==> config.mk <==
export PLATFORM = sky130hd
export DESIGN_NAME = cswg_axis
export DESIGN_NICKNAME = d
export VERILOG_FILES = /design/src/design/cswg_pkg.sv /design/src/design/cswg_axis.sv
export SDC_FILE = /design/constraint.sdc
export NUM_CORES = 2
export LEC_CHECK = 0
export BUFFER_PORTS_ARGS = -buffer_cell sky130_fd_sc_hd__buf_4
export CAP_MARGIN = 20
export CORE_MARGIN = 2
export CORE_UTILIZATION = 30
export DETAILED_ROUTE_END_ITERATION = 7
export SYNTH_ARGS = -nofsm -noshare
export SYNTH_HDL_FRONTEND = slang
export SYNTH_SLANG_ARGS = --single-unit
==> constraint.sdc <==
create_clock -name clk -period 7.9 [get_ports clk]
set_input_delay 1.185 -clock clk [delete_from_list [all_inputs] [get_ports clk]]
set_output_delay 1.185 -clock clk [all_outputs]
set_load 0.005 [all_outputs]
==> src/design/cswg_pkg.sv <==
// ----------------------------------------------------------------------------
// cswg_pkg
// Shared widths, stream layout and stage control types for the cubic
// B-spline weight and gradient pipeline.
// ----------------------------------------------------------------------------
package cswg_pkg;

  localparam int NUM_AXES    = 3;
  localparam int COORD_W     = 19;
  localparam int WEIGHT_W    = 17;
  localparam int GRAD_W      = 18;

  localparam int IN_DATA_W   = 64;
  localparam int OUT_DATA_W  = 72;

  // register stages inside one axis lane, then in the combine unit
  localparam int AXIS_STAGES = 5;
  localparam int COMB_STAGES = 2;
  localparam int NUM_STAGES  = AXIS_STAGES + COMB_STAGES;

  typedef struct packed {
    logic [AXIS_STAGES-1:0] en;
  } axis_ctl_t;

  typedef struct packed {
    logic [COMB_STAGES-1:0] en;
  } comb_ctl_t;

endpackage

==> src/design/cswg_axis.sv <==
// ----------------------------------------------------------------------------
// cswg_axis
// One axis lane: magnitude, support test, spline value and derivative
// magnitude over five register stages.
// ----------------------------------------------------------------------------
module cswg_axis
  import cswg_pkg::*;
#(
  parameter int FRACTION_BITS = 16
) (
  input  logic                       clk,
  input  axis_ctl_t                  ctl,
  input  logic signed [COORD_W-1:0]  coord,
  output logic [FRACTION_BITS+1:0]   val,
  output logic [FRACTION_BITS+1:0]   mag,
  output logic                       neg,
  output logic                       outside
);

  localparam int F  = FRACTION_BITS;
  localparam int FW = F + 2;
  localparam int LW = (FW > COORD_W) ? FW : COORD_W;

  localparam logic [FW-1:0]   ONE     = {{(FW-1){1'b0}}, 1'b1} << F;
  localparam logic [FW-1:0]   HALF    = ONE >> 1;
  localparam logic [FW-1:0]   TWO_ONE = ONE << 1;
  localparam logic [2*FW-1:0] RND     = {{(2*FW-1){1'b0}}, 1'b1} << (F - 1);
  localparam logic [2*FW:0]   RECIP_W = ({{(2*FW){1'b0}}, 1'b1} << (FW + 1)) / 3 + 1;
  localparam logic [FW-1:0]   RECIP   = RECIP_W[FW-1:0];

  function automatic logic [FW-1:0] fx_mul(input logic [FW-1:0] a, input logic [FW-1:0] b);
    logic [2*FW-1:0] p;
    p = {{FW{1'b0}}, a} * {{FW{1'b0}}, b} + RND;
    return p[F +: FW];
  endfunction

  // stage 0
  logic [COORD_W-1:0] vabs;
  logic [FW-1:0]      v0, w0;
  logic               low0, neg0, out0;

  // stage 1
  logic [FW-1:0]      sq1, maglo1, w1;
  logic               low1, neg1, out1;

  // stage 2
  logic [FW-1:0]      pt2, mag2;
  logic               low2, neg2, out2;

  // stage 3
  logic [FW-1:0]      num3, mag3;
  logic               neg3, out3;

  // stage 4
  logic [FW-1:0]      val4, mag4;
  logic               neg4, out4;

  logic [FW-1:0]      v_in, a_sel, b_lo;
  logic [FW+3:0]      p12;
  logic [FW-1:0]      num_lo, num_next;
  logic [2*FW-1:0]    quot_prod;

  always_comb begin
    vabs      = coord[COORD_W-1] ? (~coord + 1'b1) : coord;
    v_in      = FW'(vabs);
    a_sel     = low0 ? v0 : w0;
    b_lo      = TWO_ONE - ({v0[FW-2:0], 1'b0} + v0);
    p12       = {1'b0, pt2, 3'b000} + {2'b00, pt2, 2'b00};
    num_lo    = (p12 >= {4'b0000, TWO_ONE}) ? '0 : FW'({4'b0000, TWO_ONE} - p12);
    num_next  = low2 ? (num_lo + FW'(1)) : ({pt2[FW-3:0], 2'b00} + FW'(1));
    quot_prod = {{FW{1'b0}}, num3} * {{FW{1'b0}}, RECIP};
  end

  always_ff @(posedge clk) begin
    if (ctl.en[0]) begin
      v0   <= v_in;
      w0   <= ONE - v_in;
      low0 <= v_in <= HALF;
      neg0 <= coord[COORD_W-1];
      out0 <= LW'(vabs) > LW'(ONE);
    end
    if (ctl.en[1]) begin
      sq1    <= fx_mul(a_sel, a_sel);
      maglo1 <= fx_mul(v0, b_lo);
      w1     <= w0;
      low1   <= low0;
      neg1   <= neg0;
      out1   <= out0;
    end
    if (ctl.en[2]) begin
      pt2  <= fx_mul(sq1, w1);
      mag2 <= low1 ? {maglo1[FW-3:0], 2'b00} : {sq1[FW-3:0], 2'b00};
      low2 <= low1;
      neg2 <= neg1;
      out2 <= out1;
    end
    if (ctl.en[3]) begin
      num3 <= num_next;
      mag3 <= mag2;
      neg3 <= neg2;
      out3 <= out2;
    end
    if (ctl.en[4]) begin
      val4 <= FW'(quot_prod >> (FW + 1));
      mag4 <= mag3;
      neg4 <= neg3;
      out4 <= out3;
    end
  end

  assign val     = val4;
  assign mag     = mag4;
  assign neg     = neg4;
  assign outside = out4;

endmodule

==> qor.yml <==
floorplanning:
  dieArea_um2: 144000
  die_w_um: 380
  core_area_um2: 140000
  design.portCount: 63
  rows: 137
  die_y_um: 380
  start_util_pct: 30.3
setup_path:
  crit_type: "reg -> reg"
  critPathRequiredTime_ns: 8.17
  path_common_cell: "fa_1"
  slowest_stage: "fa_1"
  critPathMaxFanout: 4
  cp-start-kind: "register"
  end_kind: "register"
  r2r_setup_slack_ns: 0.03
  cp_slowest_stage_delay_ns: 0.57
  crit_arrival_ns: 8.14
placement:
  dp_cells: 6313
  gp_congestion: 0.872
  port_buffers: 59
  post-place-ws_ns: -0.192
  place.detailed.hpwl_mm: 83.6
global_route:
  grt_max_degree: 56
  grt_overflow: 0
  grt_antenna_before_repair: 0
  grt_pass1_vias: 30200
  grt_pass1_wl_mm: 161
  track_usage_pct: 13.9
layout:
  layout.cells.non_filler: 6368
  register_area_um2: 5980
  area_growth_syn_to_layout_pct: 10.3
  diodes: 0
  utilization_pct: 33.4
  nNetsFinal: 5852
  n_fill_cell: 14300
  layout-drive-gt1-share_pct: 7.70
  multiInputGateArea_um2: 31800
timing:
  fin_worst_skew_ns: 0.0146
  slew_headroom_pct: 37.0
  fin_ws_ns: 0.0279
  worstMarginPinSlew_ns: 0.945
  whs_ns: 0.411
  final_hold_viol_count: 0
  setup_viol: 0
  finalCriticalPeriod_ns: 7.87
  post-route-period-util_pct: 99.6
  rsz0062_at_grt: "yes"
  drv_slew: 0
  fmax_ghz: 0.127
logic_synthesis:
  synth_seq_cells: 199
  postSynthCellCount: 4383
  avgSynthCellArea_um2: 9.67
  synth_compound_area_share_pct: 4.14
  synthAdderAreaFrac_pct: 54.4
  yosysTopAreaCellShare_pct: 39.1
  async_flop_share_pct: 0
  synthDistinctLibCells: 72
  synth_top_family_by_area: "adder cells"
  synthTopCellsByCount: "1144 x inv_1, 827 x fa_1, 533 x nand2_1"
  post-synth-top-count-cell: "inv_1"
  synth.yosys.seq_area_share_pct: 14.1
  synthTopCellsByArea: "fa_1 39%, ha_1 15%, edfxtp_1 14%, inv_1 10%, nand2_1 4.7%"
  synthFlopType: "edfxtp_1"
  synth_mux_area_share_pct: 1.07
  synth_edf_count: 199
  synth-xor-area-share_pct: 3.15
  yosys.area.top_type: "fa_1"
  synth_warnings: 0
  synth-simple-area-share_pct: 11.6
  netlist_area_um2: 42400
clock_tree:
  ctsRootBufferMaster: "clkbuf_16"
  cts_sinks: 199
  tritoncts: "done"
  path_clk_slew_ns: 0.08
  htree_levels: 4
  cts_buffers: 17
  cts_buffer_depth: 2
  clkLatencyLatePin_ns: 0.51
  cts_hold_buffers: 0
flow_run:
  cap_violations: 0
min_path:
  hp-class: "reg -> reg"
drt:
  antenna_left: 0
  viasPerCell: 4.46
  route.detailed.drc: 0
  first_pass_iters: 5
  wl_mm: 98.1
  wl_per_cell_um: 15.4
  vias: 28400
  first_iter_violations: 1413
outcome:
  status: "finished, final reports clean"
[worst max-delay path: cells and delay by family, from the launching register on]
family	cells	cell delay [ns]
and+or+nand+nor	3	0.42
AOI/OAI and AO/OA	12	2.24
adders and majority gates	9	3.66
xor gates and xnor gates	2	0.25
DFF	1	0.41
buffers and inverters	6	0.66
[final cells by class]
class                      count  area share (%)
clock buffer                  17           0.910
clock inverter                14           0.348
inverter                    1154            9.27
multi-input combinational   2892            68.1
sequential                   199            12.8
tap                         1876            5.02
timing repair buffer         216            3.54
[layer usage]
layer	up-vias	track usage [%]	wire length (µm)
met5	-	0	0
met4	0	3.01	1780
met3	106	1.73	4340
met2	594	22.9	46100
met1	14300	19.6	45900
li1	13400	-	-
[cell usage in the layout (no fill, tap or decap), types with 10 or more instances in the layout]
master        n
or3_1        16
fa_1        826
inv_2        16
o21a_1       27
mux2_2       31
o2bb2ai_1    10
o31ai_1      12
a21o_1       29
o21ai_0      25
edfxtp_1    199
clkbuf_16    17
a21oi_1      60
ha_1        512
nor2b_1      16
xor2_1       44
nor2_1      194
nand3_1      17
o21ai_1      25
nand2b_1     11
and3_1       12
and2_1      199
xnor2_1      93
inv_1      1137
nand2_1     532
nor3_1       49
buf_4       210
[final timing paths]
path	startpoint	end	depth (start not counted)
worst min register to register	mag2[9]$_DFFE_PP_	mag3[9]$_DFFE_PP_	0
worst max register to register	v0[4]$_DFFE_PP_	maglo1[12]$_DFFE_PP_	32
worst min-delay path	mag2[9]$_DFFE_PP_	mag3[9]$_DFFE_PP_	0
worst max-delay path	v0[4]$_DFFE_PP_	maglo1[12]$_DFFE_PP_	32
[what timing repair did]
| item | 4_1_cts | 5_1_grt |
|---|---|---|
| pin swaps | 0 | 30 |
| setup buffers | 5 | 19 |
| cloned | 0 | 1 |
| endpoints found under the setup margin | 7 | 9 |
| gates resized for setup | 5 | 60 |
[registers in the layout, indices dropped and copies added (netlist names)]
signal   cells
neg1         1
neg0         1
num3        16
neg3         1
w0          17
val         17
low0         1
mag         16
sq1         18
neg2         1
out2         1
low1         1
out0         1
pt2         18
mag3        16
low2         1
out3         1
mag2        16
outside      1
neg          1
out1         1
v0          18
w1          18
maglo1      16
[metrics by stage]
step / setup TNS, ns / instance area, µm²
floorplan: 0 / 42400
global placement: -0.105 / 45600
detailed placement: -0.457 / 45600
CTS: -0.00177 / 46300
global route: -1.26 / 46700
finish: 0 / 46700
[cell families (layout without fill, tap and decap cells)]
| group | after synthesis | count (layout) |
|---|---|---|
| AOI/OAI and AO/OA | 263 | 263 |
| muxes | 41 | 41 |
| and+or+nand+nor | 1088 | 1088 |
| DFF | 199 | 199 |
| adders and majority gates | 1347 | 1347 |
| buffers and inverters | 1295 | 1401 |
| other | 1 | 3 |
| xor gates and xnor gates | 149 | 150 |
Power is left out: the tool's default activity adds up to more than one toggle a clock period on the data nets, which glitch-free logic cannot reach.
